<file path="src/rtl/gwm_pkg.sv">
// Package for the glob wildcard matcher: sizes, operation and status codes,
// controller state codes and the command and status structs.
// No dependencies.
package gwm_pkg;

    localparam int MAX_TEXT = 63;
    localparam int LEN_W    = $clog2(MAX_TEXT + 1);
    localparam int ROW_W    = MAX_TEXT + 1;

    localparam logic [1:0] OP_START   = 2'd0;
    localparam logic [1:0] OP_TEXT    = 2'd1;
    localparam logic [1:0] OP_PATTERN = 2'd2;
    localparam logic [1:0] OP_FINISH  = 2'd3;

    localparam logic [7:0] STAR_CODE  = 8'd42;
    localparam logic [7:0] QMARK_CODE = 8'd63;

    localparam logic [1:0] ST_OK       = 2'd0;
    localparam logic [1:0] ST_OVERFLOW = 2'd1;
    localparam logic [1:0] ST_ORDER    = 2'd2;

    localparam logic S_IDLE = 1'b0;
    localparam logic S_WALK = 1'b1;

    typedef struct packed {
        logic start;
        logic text;
        logic pat_load;
        logic step;
        logic finish;
    } t_cmd;

    typedef struct packed {
        logic len_zero;
        logic walk_last;
    } t_stat;

endpackage

</file>
<file path="src/rtl/gwm_ram.sv">
// Generic single write port, single read port RAM with registered read data.
// No dependencies.
module gwm_ram #(
    parameter int WIDTH = 8,
    parameter int DEPTH = 64
) (
    input  logic                     i_clk,
    input  logic                     i_we,
    input  logic [$clog2(DEPTH)-1:0] i_waddr,
    input  logic [WIDTH-1:0]         i_wdata,
    input  logic                     i_re,
    input  logic [$clog2(DEPTH)-1:0] i_raddr,
    output logic [WIDTH-1:0]         o_rdata
);

    logic [WIDTH-1:0] r_mem [DEPTH];
    logic [WIDTH-1:0] r_rdata;

    always_ff @(posedge i_clk) begin
        if (i_we) begin
            r_mem[i_waddr] <= i_wdata;
        end
        if (i_re) begin
            r_rdata <= r_mem[i_raddr];
        end
    end

    assign o_rdata = r_rdata;

endmodule

</file>
<file path="src/rtl/gwm_ctrl.sv">
// Controller for the glob wildcard matcher: decodes requests and sequences
// the walk over the match row. Depends on gwm_pkg.
module gwm_ctrl (
    input  logic          i_clk,
    input  logic          i_rst_n,
    input  logic          i_start,
    input  logic [1:0]    i_op,
    input  gwm_pkg::t_stat i_stat,
    output gwm_pkg::t_cmd  o_cmd,
    output logic          o_busy
);

    logic r_state;
    logic n_state;

    always_comb begin
        n_state = r_state;
        o_cmd   = '0;
        case (r_state)
            gwm_pkg::S_IDLE: begin
                if (i_start) begin
                    case (i_op)
                        gwm_pkg::OP_START: o_cmd.start = 1'b1;
                        gwm_pkg::OP_TEXT:  o_cmd.text = 1'b1;
                        gwm_pkg::OP_PATTERN: begin
                            o_cmd.pat_load = 1'b1;
                            if (!i_stat.len_zero) begin
                                n_state = gwm_pkg::S_WALK;
                            end
                        end
                        default: o_cmd.finish = 1'b1;
                    endcase
                end
            end
            gwm_pkg::S_WALK: begin
                o_cmd.step = 1'b1;
                if (i_stat.walk_last) begin
                    n_state = gwm_pkg::S_IDLE;
                end
            end
            default: n_state = gwm_pkg::S_IDLE;
        endcase
    end

    always_ff @(posedge i_clk) begin
        if (!i_rst_n) begin
            r_state <= gwm_pkg::S_IDLE;
        end else begin
            r_state <= n_state;
        end
    end

    assign o_busy = (r_state == gwm_pkg::S_WALK);

endmodule

</file>
<file path="src/rtl/gwm_datapath.sv">
// Datapath for the glob wildcard matcher: text store, match row, flags and
// the one-position-per-cycle row update. Depends on gwm_pkg and gwm_ram.
module gwm_datapath (
    input  logic          i_clk,
    input  logic          i_rst_n,
    input  gwm_pkg::t_cmd  i_cmd,
    input  logic [7:0]    i_ch,
    output gwm_pkg::t_stat o_stat,
    output logic          o_valid,
    output logic          o_matched,
    output logic [1:0]    o_status
);

    localparam int LW = gwm_pkg::LEN_W;
    localparam int RW = gwm_pkg::ROW_W;

    logic [LW-1:0] r_len;
    logic [RW-1:0] r_row;
    logic [RW-1:0] r_new;
    logic [RW-1:0] n_new;
    logic          r_run;
    logic [LW-1:0] r_idx;
    logic [7:0]    r_pc;
    logic          r_pat_begun;
    logic          r_ovf;
    logic          r_ord;
    logic          r_valid;
    logic          r_matched;
    logic [1:0]    r_status;

    logic          ram_we;
    logic          ram_re;
    logic [LW-1:0] ram_raddr;
    logic [7:0]    ram_rdata;
    logic          pc_star;
    logic          ld_star;
    logic          hit;
    logic          step_bit;
    logic          full;
    logic [1:0]    fin_status;

    assign full   = (r_len == LW'(gwm_pkg::MAX_TEXT));
    assign ram_we = i_cmd.text && !r_pat_begun && !full;
    assign ram_re = i_cmd.pat_load || (i_cmd.step && !o_stat.walk_last);
    assign ram_raddr = i_cmd.pat_load ? '0 : r_idx;

    gwm_ram #(
        .WIDTH(8),
        .DEPTH(gwm_pkg::MAX_TEXT)
    ) u_text_ram (
        .i_clk  (i_clk),
        .i_we   (ram_we),
        .i_waddr(r_len),
        .i_wdata(i_ch),
        .i_re   (ram_re),
        .i_raddr(ram_raddr),
        .o_rdata(ram_rdata)
    );

    assign pc_star  = (r_pc == gwm_pkg::STAR_CODE);
    assign ld_star  = (i_ch == gwm_pkg::STAR_CODE);
    assign hit      = (r_pc == gwm_pkg::QMARK_CODE) || (r_pc == ram_rdata);
    assign step_bit = pc_star ? (r_run | r_row[r_idx])
                              : (hit & r_row[r_idx - LW'(1)]);

    always_comb begin
        n_new = r_new;
        n_new[r_idx] = step_bit;
    end

    assign o_stat.len_zero  = (r_len == '0);
    assign o_stat.walk_last = (r_idx == r_len);

    always_comb begin
        if (r_ovf) begin
            fin_status = gwm_pkg::ST_OVERFLOW;
        end else if (r_ord) begin
            fin_status = gwm_pkg::ST_ORDER;
        end else begin
            fin_status = gwm_pkg::ST_OK;
        end
    end

    always_ff @(posedge i_clk) begin
        if (!i_rst_n) begin
            r_len       <= '0;
            r_row       <= RW'(1);
            r_pat_begun <= 1'b0;
            r_ovf       <= 1'b0;
            r_ord       <= 1'b0;
            r_valid     <= 1'b0;
        end else begin
            r_valid <= i_cmd.finish;
            if (i_cmd.start) begin
                r_len       <= '0;
                r_row       <= RW'(1);
                r_pat_begun <= 1'b0;
                r_ovf       <= 1'b0;
                r_ord       <= 1'b0;
            end
            if (i_cmd.text) begin
                if (r_pat_begun) begin
                    r_ord <= 1'b1;
                end else if (full) begin
                    r_ovf <= 1'b1;
                end else begin
                    r_len <= r_len + LW'(1);
                end
            end
            if (i_cmd.pat_load) begin
                r_pat_begun <= 1'b1;
                if (r_len == '0) begin
                    r_row <= RW'(ld_star & r_row[0]);
                end
            end
            if (i_cmd.step && o_stat.walk_last) begin
                r_row <= n_new;
            end
        end
    end

    always_ff @(posedge i_clk) begin
        if (i_cmd.pat_load) begin
            r_pc  <= i_ch;
            r_run <= r_row[0];
            r_new <= RW'(ld_star & r_row[0]);
            r_idx <= LW'(1);
        end
        if (i_cmd.step) begin
            r_run <= r_run | r_row[r_idx];
            r_new <= n_new;
            r_idx <= r_idx + LW'(1);
        end
        if (i_cmd.finish) begin
            r_status  <= fin_status;
            r_matched <= (fin_status == gwm_pkg::ST_OK) && r_row[r_len];
        end
    end

    assign o_valid   = r_valid;
    assign o_matched = r_matched;
    assign o_status  = r_status;

endmodule

</file>
<file path="src/rtl/glob_wildcard_matcher_top.sv">
// Top level of the glob wildcard matcher: controller plus datapath.
// Depends on gwm_pkg, gwm_ctrl, gwm_datapath and gwm_ram.
//
// Channel   Direction  Ports                      Handshake
// request   in         i_op, i_ch                 i_start high while o_busy low
// result    out        o_matched, o_status        o_valid strobe, one cycle
//
// Start, text and finish requests leave o_busy low; a finish result appears
// on the cycle after its request. A pattern request on a nonempty text starts
// a row walk, which visits one text position a cycle, paced by the read
// port of the text RAM. The reset is synchronous and active low and
// needs no clearing pass. The receiver cannot stall results.
module glob_wildcard_matcher_top (
    input  logic       i_clk,
    input  logic       i_rst_n,
    input  logic       i_start,
    input  logic [1:0] i_op,
    input  logic [7:0] i_ch,
    output logic       o_busy,
    output logic       o_valid,
    output logic       o_matched,
    output logic [1:0] o_status
);

    gwm_pkg::t_cmd  cmd;
    gwm_pkg::t_stat stat;

    gwm_ctrl u_ctrl (
        .i_clk  (i_clk),
        .i_rst_n(i_rst_n),
        .i_start(i_start),
        .i_op   (i_op),
        .i_stat (stat),
        .o_cmd  (cmd),
        .o_busy (o_busy)
    );

    gwm_datapath u_dp (
        .i_clk    (i_clk),
        .i_rst_n  (i_rst_n),
        .i_cmd    (cmd),
        .i_ch     (i_ch),
        .o_stat   (stat),
        .o_valid  (o_valid),
        .o_matched(o_matched),
        .o_status (o_status)
    );

    a_no_valid_while_busy: assert property (@(posedge i_clk) disable iff (!i_rst_n)
        !(o_valid && o_busy))
        else $error("result strobe during a row walk");

    a_valid_after_finish: assert property (@(posedge i_clk) disable iff (!i_rst_n)
        o_valid |-> $past(i_start && !o_busy && (i_op == gwm_pkg::OP_FINISH)))
        else $error("result strobe without a finish request");

    a_flag_forces_miss: assert property (@(posedge i_clk) disable iff (!i_rst_n)
        (o_valid && (o_status != gwm_pkg::ST_OK)) |-> !o_matched)
        else $error("match reported with an error status");

    a_status_code: assert property (@(posedge i_clk) disable iff (!i_rst_n)
        o_valid |-> (o_status != 2'd3))
        else $error("undefined status code");

endmodule
</file>
<file path="config.mk">
export PLATFORM = sky130hd
export DESIGN_NAME = glob_wildcard_matcher_top
export DESIGN_NICKNAME = d
export VERILOG_FILES = /design/src/rtl/gwm_pkg.sv /design/src/rtl/gwm_ram.sv /design/src/rtl/gwm_ctrl.sv /design/src/rtl/gwm_datapath.sv /design/src/rtl/glob_wildcard_matcher_top.sv
export SDC_FILE = /design/constraint.sdc
export NUM_CORES = 1
export LEC_CHECK = 0
export BUFFER_PORTS_ARGS = -buffer_cell sky130_fd_sc_hd__buf_2
export CORE_AREA = 8 8 344 263
export DETAILED_ROUTE_END_ITERATION = 12
export DIE_AREA = 0 0 352 271
export GPL_ROUTABILITY_DRIVEN = 0
export SETUP_SLACK_MARGIN = 0.1
export SLEW_MARGIN = 20
export SYNTH_ARGS = -nofsm -noshare
export SYNTH_HDL_FRONTEND = slang
export SYNTH_HIERARCHICAL = 1
export SYNTH_SLANG_ARGS = --single-unit
</file>
<file path="constraint.sdc">
create_clock -name i_clk -period 10.38 [get_ports i_clk]
set_input_delay 3.114 -clock i_clk [delete_from_list [all_inputs] [get_ports i_clk]]
set_output_delay 3.114 -clock i_clk [all_outputs]
set_load 0.01 [all_outputs]
</file>
Yosys cells after proc, flatten, opt, wreduce, memory -nomap -nowiden
Memory sizes are Yosys's and may differ from the RTL's. A register that Yosys moved wholly into a read port is not among the register bits.
Index checks and enable logic that the tools add are counted.
{"block": "totals", "out_inout_bits": 5, "reg_bits": 157, "memories": 1, "word_cells": 102, "mem_bits_rw": 504, "inputBits": 13}
{"block": "op_classes", "eq_ne": 8, "mux": 52, "n_addsub": 3, "reduce_logical": 17, "magnitude_cmp": 4, "bitwise": 4}
{"memory": "u_dp.u_text_ram.r_mem", "words": 63, "word_bits": 8, "rd": 1, "rd_clocked_by_memory_dff": 1, "wr": 1, "line": "gwm_ram.sv:16", "text": "logic [WIDTH-1:0] r_mem [DEPTH];"}
{"operator": "two-way mux 64 bit", "n": 6}
{"operator": "bitwise mux 64 bit", "n": 1}
{"operator": "two-way mux 6 bit", "n": 7}
{"operator": "two-way mux 1 bit", "n": 29}
{"operator": "equality test 8 x 6 -> 1 bit (second input constant)", "n": 3}
{"operator": "less-than comparator 6 x 7 -> 1 bit (second input constant)", "n": 3}
{"operator": "binary-select mux 1 bit (select 6 bit)", "n": 3}
{"operator": "adder 6 x 1 -> 6 bit (second input constant)", "n": 2}
{"operator": "equality test 8 bit", "n": 1}
{"operator": "demux 1 bit (select 6 bit)", "n": 1}
{"operator": "equality test 6 bit", "n": 1}
{"operator": "equality test 6 bit (second input constant)", "n": 1}
{"operator": ">= comparator 6 x 1 -> 1 bit (second input constant)", "n": 1}
{"operator": "logical AND 1 bit", "n": 6}
{"operator": "logical NOT 6 bit", "n": 1}
{"operator": "two-way mux 3 bit", "n": 2}
{"operator": "subtractor 6 x 1 -> 6 bit (second input constant)", "n": 1}
{"operator": "logical NOT 2 bit", "n": 2}
{"operator": "two-way mux 2 bit", "n": 2}
{"operator": "nonzero test 2 bit", "n": 2}
{"operator": "logical NOT 1 bit", "n": 3}
{"operator": "OR reduction 3 bit", "n": 1}
{"operator": "AND 1 bit", "n": 2}
{"operator": "equality test 2 x 1 -> 1 bit (second input constant)", "n": 1}
{"operator": "other kinds (5)", "n": 6}

Logic depth before layout (Yosys ltp)
Gate-level depths: netlist of the first run.
{"block": "depth", "depth_word": 8, "ltp_mapped": 16, "depth_no_buf": 10}

Hierarchy
The synthesis of the first run kept the hierarchy.
{"module": "gwm_ram", "area_per_inst_um2": 19886.6, "seq_area_each_um2": 15374.7, "cells_per_inst": 949, "n_inst": 1}
{"module": "gwm_datapath", "area_per_inst_um2": 9431.5, "seq_area_each_um2": 3943.8, "cells_per_inst": 957, "n_inst": 1}
{"module": "gwm_ctrl", "area_per_inst_um2": 110.1, "seq_area_each_um2": 20.0, "cells_per_inst": 11, "n_inst": 1}

Worst setup path before layout of the first run
Ideal clock, no wire load.
{"block": "synth_path", "kind": "input to register", "startpoint": "input i_start", "endpoint": "register u_dp.r_idx[0] (enable)", "t_required_ns": 9.949, "stages": 4, "setup_slack_ns": 4.413, "n_path_buf": 0, "t_arrival_ns": 5.536, "setup_time_ns": 0.431, "cell_sequence": "nand3b_4 -> nor2_1 -> inv_1 -> nand2_1"}
{"item": "start, declared", "line": "glob_wildcard_matcher_top.sv:16", "text": "input logic i_start,"}
{"item": "end signal, assigned", "line": "gwm_datapath.sv:132", "text": "r_idx <= r_idx + LW'(1);"}
{"item": "end, declared", "line": "gwm_datapath.sv:22", "text": "logic [LW-1:0] r_idx;"}

==> results of run 1 <==
-- per-stage QoR --
stage	hold slack [ps]	std cells	power [W]	utilization, %
after floorplan	442.1	1917	0.003145	-
after global placement	465.8	2964	0.003243	35.97
after detailed placement	476.3	2964	0.003247	35.98
after CTS	484.7	3093	0.005734	38.69
after global routing	507.3	3094	0.005850	38.74
final	482.3	3094	0.005692	38.74
-- worst max-delay path by stage --
stage	startpoint	end	slack, ps	cells after the start
finish	i_op[1]	u_dp/u_text_ram/o_rdata[4]	3970	11
global route	i_op[1]	u_dp/u_text_ram/o_rdata[7]	3680	10
CTS	i_op[1]	u_dp/u_text_ram/o_rdata[2]	3930	10
detailed placement	i_op[1]	u_dp/u_text_ram/o_rdata[2]	3270	10
global placement	i_op[1]	u_dp/u_text_ram/o_rdata[3]	3180	11
floorplan	i_start	u_dp/r_idx[0]	4410	4
-- flip-flops by register name, indices dropped and copies added, names as in the netlist, 2 cells and up --
name and count:
u_dp/u_text_ram/r_mem 504, u_dp/r_new 64, u_dp/r_row 64, u_dp/r_pc 8
u_dp/u_text_ram/o_rdata 8, u_dp/r_idx 6, u_dp/r_len 6, u_dp/o_status 2
-- cells in the final DEF, fill, tap and decap left out, types with 9 or more instances in the layout --
cell / Yosys / layout
buf_4: 11 / 35
buf_2: 24 / 17
mux2_2: 11 / 11
nand2_1: 116 / 115
a22oi_1: 21 / 21
o21ai_1: 36 / 36
a21oi_1: 54 / 54
nor2_1: 193 / 190
nand2b_1: 13 / 13
mux2i_1: 38 / 38
xnor2_1: 15 / 15
and2_1: 9 / 9
nand3b_1: 10 / 10
o21ai_0: 110 / 110
inv_1: 12 / 12
a22o_1: 11 / 11
a32oi_1: 32 / 32
edfxtp_1: 594 / 594
nor3_1: 18 / 16
clkinv_1: 0 / 11
dfxtp_1: 75 / 73
mux4_2: 154 / 154
clkbuf_1: 76 / 18
clkbuf_16: 0 / 72
nor4b_2: 28 / 29
nor2b_1: 27 / 23
nand3_1: 27 / 27
o31ai_1: 33 / 33
-- where the power goes --
group | switching [W] | leakage, nW | internal, W
Sequential | 0.0000130 | 5.98 | 0.00294
Clock | 0.00107 | 1.11 | 0.00143
Combinational | 0.000160 | 3.09 | 0.0000781
Total | 0.00124 | 10.2 | 0.00445
-- cell type report --
type / instances / area share, %
well taps: 1140 / 4.340
clock inverters: 34 / 1.112
clock buffers: 95 / 5.897
inverters: 12 / 0.1371
repair buffers: 54 / 1.176
flip-flops and latches: 669 / 58.85
multi-input cells: 1090 / 28.49
-- logic make-up (layout without fill, tap and decap cells) --
logic type / Yosys count / count (layout) / share of synthesized area, %
adder cells (fa/ha/maj): 4 / 4 / 0.1701
AO/OA/AOI/OAI: 368 / 368 / 8.040
multiplexers: 209 / 209 / 13.74
flip-flops: 669 / 669 / 65.71
XOR/XNOR: 21 / 21 / 0.6250
AND/OR/NAND/NOR: 488 / 488 / 8.878
buffers and inverters: 158 / 195 / 2.832
-- layer usage --
metal,track usage (%),wire length [um],vias to the layer above
li1,-,-,7563
met1,23.49,34310,9162
met2,21.74,32260,999
met3,4.602,9042,130
met4,4.813,1955,0
met5,0,0,-
-- worst min-delay path, cell delays in order (launching register included) --
cell	delay, ps
dfxtp_1	330
nand2_1	60
o21ai_1	50
==> run_results.csv, run 1 <==
group,metric,value,unit
timing,max_freq,0.1561,GHz
worst_setup_path,required,10730,ps
yosys,ys_ff_latch,669,
floorplanning,fp.coreArea,0.08483,mm2
floorplanning,num_rows,93,
detailed_routing,dr.pass1.iters,5,
worst_setup_path,cpLargestDelayFamily,"buffers and inverters",
worst_hold_path,min_path_type,"flop to flop",
finish,seqCellArea,0.01934,mm2
yosys,synth_fp_nets,1934,
cts,clk_latency,620,ps
worst_setup_path,worst_path_max_delay_cell,"buf_4",
worst_setup_path,crit_chain,"buf_2 -> nand3b_4 -> nor2_2 -> nor2_4 -> buf_4 -> buf_4 -> mux4_2 -> mux2i_1 -> a21oi_1 -> nand3_1 -> o311ai_1",
floorplanning,dieArea,0.09539,mm2
yosys,synth_top_area_cell,"edfxtp_1",
detailed_routing,wl_per_cell,25.07,um
yosys,synth_edf_count,594,
yosys,synth_top_area_share,60.61,%
timing,rsz0062_at_grt,"no",
cts,cts.sinks,669,
detailed_routing,vias_per_cell,5.771,
yosys,async_reset_ff_share,0,%
worst_setup_path,crit_arrival,6750,ps
placement,preCtsSetupSlack,3269,ps
timing,worst_slew_pin_slew,1086,ps
cts,cts_tree,"done",
yosys,synth_common_cells,"edfxtp_1 (594), nor2_1 (193), mux4_2 (154), nand2_1 (116), o21ai_0 (110)",
timing,clock_skew,39.74,ps
pwr,pwr_density_cell,173.2,mW/mm2
global_route,grt_pass1_vias,17402,
yosys,syn_area,0.02943,mm2
cts,htreeDepth,3,
timing,tns,0,ps
yosys,synth_cells,1917,
cts,cts_hold_buf,0,
worst_setup_path,worstReg2RegEnd,"u_dp/r_new[22]",
finish,synthToLayoutAreaGrowth,11.68,%
floorplanning,initial_core_util,34.69,%
yosys,synthDistinctLibCells,76,
detailed_routing,drc,0,
worst_setup_path,critPathMaxFanout,47,
finish,nets,1916,
worst_setup_path,path_buf_inv,3,
cts,cts_buffers,72,
placement,io_buffer_count,17,
worst_setup_path,reg2reg_from,"u_dp/r_idx[2]",
timing,hold_viol_final,0,
worst_setup_path,cpMostUsedCell,"buf_4",
timing,slew_viol_final,0,
timing,layout_setup_ws,3974,ps
worst_hold_path,holdPathEnd,"u_dp/r_row[52]",
yosys,synthTopCellsByArea,"edfxtp_1 (61%), mux4_2 (12%), dfxtp_1 (5.1%)",
run,max_cap_violations,0,
worst_setup_path,path_class,"input pin to flop",
floorplanning,die_w,352,um
finish,drive_gt1_share,19.81,%
yosys,synthFlopType,"edfxtp_1",
finish,multi_input_area,0.009361,mm2
worst_hold_path,min_from,"u_dp/r_row[52]",
cts,post_cts_resized,0,
finish,final_area,0.03286,mm2
timing,finalSetupViolCount,0,
detailed_routing,via_count,17854,
cts,cts_root_buf,"clkbuf_16",
yosys,yosysMostFrequentCell,"edfxtp_1",
floorplanning,num_io_pins,18,
global_route,track_usage,15.71,%
timing,min_period,6406,ps
worst_setup_path,end_kind,"flop",
yosys,ys_seq_area_share,65.71,%
yosys,yosys_warnings,6,
worst_setup_path,r2r_slack,5150,ps
placement,post_dp_cell_area,0.03052,mm2
yosys,syn_area_per_cell,15.35,um2
worst_setup_path,cp_slowest_stage_delay,750,ps
detailed_routing,antenna_left,0,
worst_setup_path,worst_setup_path_start_kind,"input pin",
detailed_routing,drt-total-wl,77560,um
status,status,"finished clean",
worst_hold_path,min_delay_path_depth,2,
floorplanning,die_h,271,um
worst_setup_path,ff2ff_path_depth,10,
pwr,p_leak,10.18,nW
cts,clockBufferDepth,3,
cts,clk_pin_slew,70,ps
global_route,grt_pass1_wl,115700,um
detailed_routing,drt-initial-drc-count,2185,
timing,max_slew_margin,27.53,%
pwr,peakVddDrop,0.0001110,V
finish,fill_cells,7647,
global_route,antenna_found_initial,2,
global_route,grt_max_degree,72,
finish,antenna_cells,0,
global_route,grt.overflow.total,0,
cts,postCtsSetupBuffers,0,
timing,period_share,61.71,%
placement,dp_hpwl,47410,um
No activity file was read; power rests on OpenSTA's default activity.
==> run 2: changes to the inputs <==
Settings changed: ABC_AREA from default to 1, CORE_AREA 8 8 344 263 to 8 8 350 267, DIE_AREA 0 0 352 271 to 0 0 358 275.
Clock period 10.38 ns to 5.7 ns, I/O delays scaled along.
==> run 2 against run 1 <==
Against the previous run: final cell count up 40%; clock skew down 9.1 ps; largest cell class unchanged; global-route usage up 1.7 points; first-iteration DRC count up 43%; wire length up 13%.
==> run_results.csv, run 2 <==
group,metric,value,unit
floorplanning,fp.coreArea,0.08820,mm2
run,max_cap_violations,0,
pwr,clkPwrFrac,43.5,%
cts,post_cts_resized,0,
finish,regMostFlops,"u_dp/u_text_ram/r_mem",
timing,worst_slew_pin_slew,1241,ps
yosys,synth_top_area_cell,"edfxtp_1",
worst_setup_path,ff2ff_path_depth,13,
cts,clk_latency,630,ps
yosys,syn_area_per_cell,9.634,um2
timing,finalSetupViolCount,0,
cts,htreeDepth,3,
timing,min_period,4358,ps
detailed_routing,dr.pass1.iters,6,
yosys,synth_top_area_share,58.72,%
cts,clk_pin_slew,60,ps
worst_setup_path,path_class,"input pin to flop",
yosys,synthDistinctLibCells,39,
worst_setup_path,worst_setup_path_start_kind,"input pin",
timing,max_slew_margin,17.24,%
status,status,"finished clean",
yosys,synth_edf_count,594,
yosys,synth_mux_area_share,0.03295,%
worst_setup_path,critPathMaxFanout,16,
detailed_routing,drt-initial-drc-count,3133,
finish,synthToLayoutAreaGrowth,11.97,%
global_route,grt_util_met1,27.55,%
pwr,p_sw_share,23.63,%
placement,placed_cells,4210,
detailed_routing,vias_per_cell,5.309,
timing,hold_viol_final,0,
yosys,synthAdderAreaFrac,0.1648,%
global_route,grt_pass1_vias,20947,
cts,cts_hold_buf,0,
finish,largest_register_ffs,504,
worst_setup_path,required,5960,ps
yosys,ys_ff_latch,669,
yosys,ys_seq_area_share,63.66,%
cts,cts.sinks,669,
pwr,peakVddDrop,0.0002063,V
timing,slew_viol_final,0,
floorplanning,num_rows,95,
worst_hold_path,holdPathEnd,"u_dp/r_ord",
global_route,track_usage,17.46,%
global_route,grt_max_degree,194,
worst_setup_path,worstReg2RegEnd,"u_dp/r_new[15]",
finish,top_regs,"u_dp/u_text_ram/r_mem x504, u_dp/r_new x64, u_dp/r_row x64",
timing,max_freq,0.2295,GHz
floorplanning,initial_core_util,34.44,%
yosys,synthTopCellsByArea,"edfxtp_1 (59%), nand2_1 (12%), nand3_1 (9.6%)",
cts,postCtsSetupBuffers,0,
worst_hold_path,min_from,"u_dp/r_ord",
cts,cts_tree,"done",
pwr,power.internal,0.008252,W
yosys,yosysMostFrequentCell,"nand2_1",
pwr,pwr-share-comb,6.6,%
detailed_routing,antenna_left,0,
global_route,met3_usage,3.199,%
placement,preCtsSetupSlack,744.5,ps
yosys,synthFlopType,"edfxtp_1",
cts,clockBufferDepth,3,
floorplanning,num_io_pins,18,
yosys,synth_xor_xnor_area_share,0.2307,%
yosys,async_reset_ff_share,0,%
worst_setup_path,end_kind,"flop",
timing,layout_setup_ws,1342,ps
pwr,pwr_density_cell,317.7,mW/mm2
yosys,synth_compound_area_share,4.391,%
finish,drive_gt1_share,7.632,%
finish,instances_no_fill,4337,
worst_setup_path,reg2reg_from,"u_dp/r_idx[0]",
detailed_routing,wl_per_cell,20.29,um
pwr,power.switching,0.002553,W
timing,tns,0,ps
pwr,p_leak,12.10,nW
yosys,yosys_warnings,6,
cts,cts_buffers,71,
finish,fill_cells,8681,
finish,nets,3136,
worst_setup_path,crit_arrival,4620,ps
global_route,grt_pass1_wl,133100,um
yosys,synth_common_cells,"nand2_1 (958), edfxtp_1 (594), nand3_1 (582), nor2_1 (311), o21ai_0 (102)",
detailed_routing,drt-total-wl,88000,um
yosys,syn_area,0.03038,mm2
timing,rsz0062_at_grt,"no",
detailed_routing,drc,0,
finish,final_cell_mix,"nand2_1 (957), edfxtp_1 (594), nand3_1 (582)",
floorplanning,dieArea,0.09845,mm2
global_route,grt.overflow.total,0,
timing,period_share,76.46,%
placement,dp_hpwl,52440,um
worst_hold_path,min_path_type,"flop to flop",
global_route,antenna_found_initial,0,
yosys,synth_fp_nets,3170,
worst_hold_path,min_delay_path_depth,2,
detailed_routing,via_count,23025,
cts,cts_root_buf,"clkbuf_16",
yosys,synth_cells,3153,
yosys,synthSimpleGateAreaFrac,27.11,%
global_route,grt_most_used_layer,"met1",
placement,io_buffer_count,17,
worst_setup_path,r2r_slack,1770,ps
yosys,synth_top_family_by_area,"simple AND/OR/NAND/NOR gates",
floorplanning,die_w,358,um
global_route,grtUsageMet2,24.15,%
floorplanning,die_h,275,um
pwr,seqPwrFrac,49.9,%
finish,final_common_cell,"nand2_1",
timing,clock_skew,30.69,ps
run 2: changes by cell type after synthesis, moves of 28 or more:
cell     change
a21oi_1     +30
a32oi_1     -32
buf_2       +54
inv_1       +53
mux2i_1     -37
mux4_2     -154
nand2_1    +842
nand3_1    +555
nor2_1     +118
nor4b_2     -28
o31ai_1     -33
run 2: worst max path at each step:
| stage | startpoint | endpoint | slack [ps] |
|---|---|---|---|
| final | i_op[0] | u_dp/u_text_ram/r_mem[9][2] | 1340 |
| after CTS | i_op[0] | u_dp/u_text_ram/r_mem[25][2] | 1400 |
| after global placement | i_op[0] | u_dp/u_text_ram/r_mem[17][1] | 680 |
| after detailed placement | i_op[0] | u_dp/u_text_ram/r_mem[9][3] | 740 |
| after global routing | i_op[0] | u_dp/u_text_ram/r_mem[25][2] | 1190 |
| after floorplan | i_op[0] | u_dp/r_idx[0] | 260 |
run 2: worst max-delay path, cell delays in order:
cell	delay [ps]
buf_2	130
inv_2	50
nor4_1	400
buf_4	210
inv_1	40
nor2_1	180
inv_1	100
nor2_1	110
buf_4	210
nand4_1	650
nor2_1	830
run 2: metal layers:
metal	wire (um)	part of all wire, %
met1	42240	48
met3	7850	8.9
met5	0	0
met4	1874	2.1
met2	36030	41
run 2: per-stage QoR:
stage / cell area (um2) / total power [W] / hold WS [ps] / util (%)
4_1_cts: 34010 / 0.01088 / 472.5 / 38.56
2_1_floorplan: 30380 / 0.005914 / 440.9 / -
6_report: 34010 / 0.01081 / 475.6 / 38.57
3_5_place_dp: 31660 / 0.006205 / 463.9 / 35.89
5_1_grt: 34010 / 0.01113 / 484.0 / 38.56
3_3_place_gp: 31650 / 0.006197 / 457.1 / 35.89
run 2: layout make-up:
class,count,area [um2],share of cell area [%]
Clock buffer,93,1901,5.588
Timing Repair Buffer,95,795.8,2.340
Antenna cell,2,5.005,0.01471
Clock inverter,32,450.4,1.324
Inverter,77,296.5,0.8718
Sequential cell,669,19340,56.85
Multi-Input combinational cell,2205,9771,28.73
Tap cell,1164,1456,4.282
run 2: cells by family (layout without fill, tap and decap cells):
logic type / after synthesis / in the layout
other: 0 / 2
AOI/OAI and AO/OA: 258 / 258
muxes: 1 / 1
DFF: 669 / 669
adders and majority gates: 4 / 4
and+or+nand+nor: 1934 / 1934
xor gates and xnor gates: 8 / 8
buffers and inverters: 279 / 297
run 2: power by group through the flow:
stage | clock, W | sequential, W | combinational, W
floorplan | 0 | 0.00549 | 0.000427
global route | 0.00496 | 0.00540 | 0.000779
detailed placement | 0 | 0.00550 | 0.000707
CTS | 0.00478 | 0.00539 | 0.000708
global placement | 0 | 0.00550 | 0.000699
finish | 0.00470 | 0.00540 | 0.000714
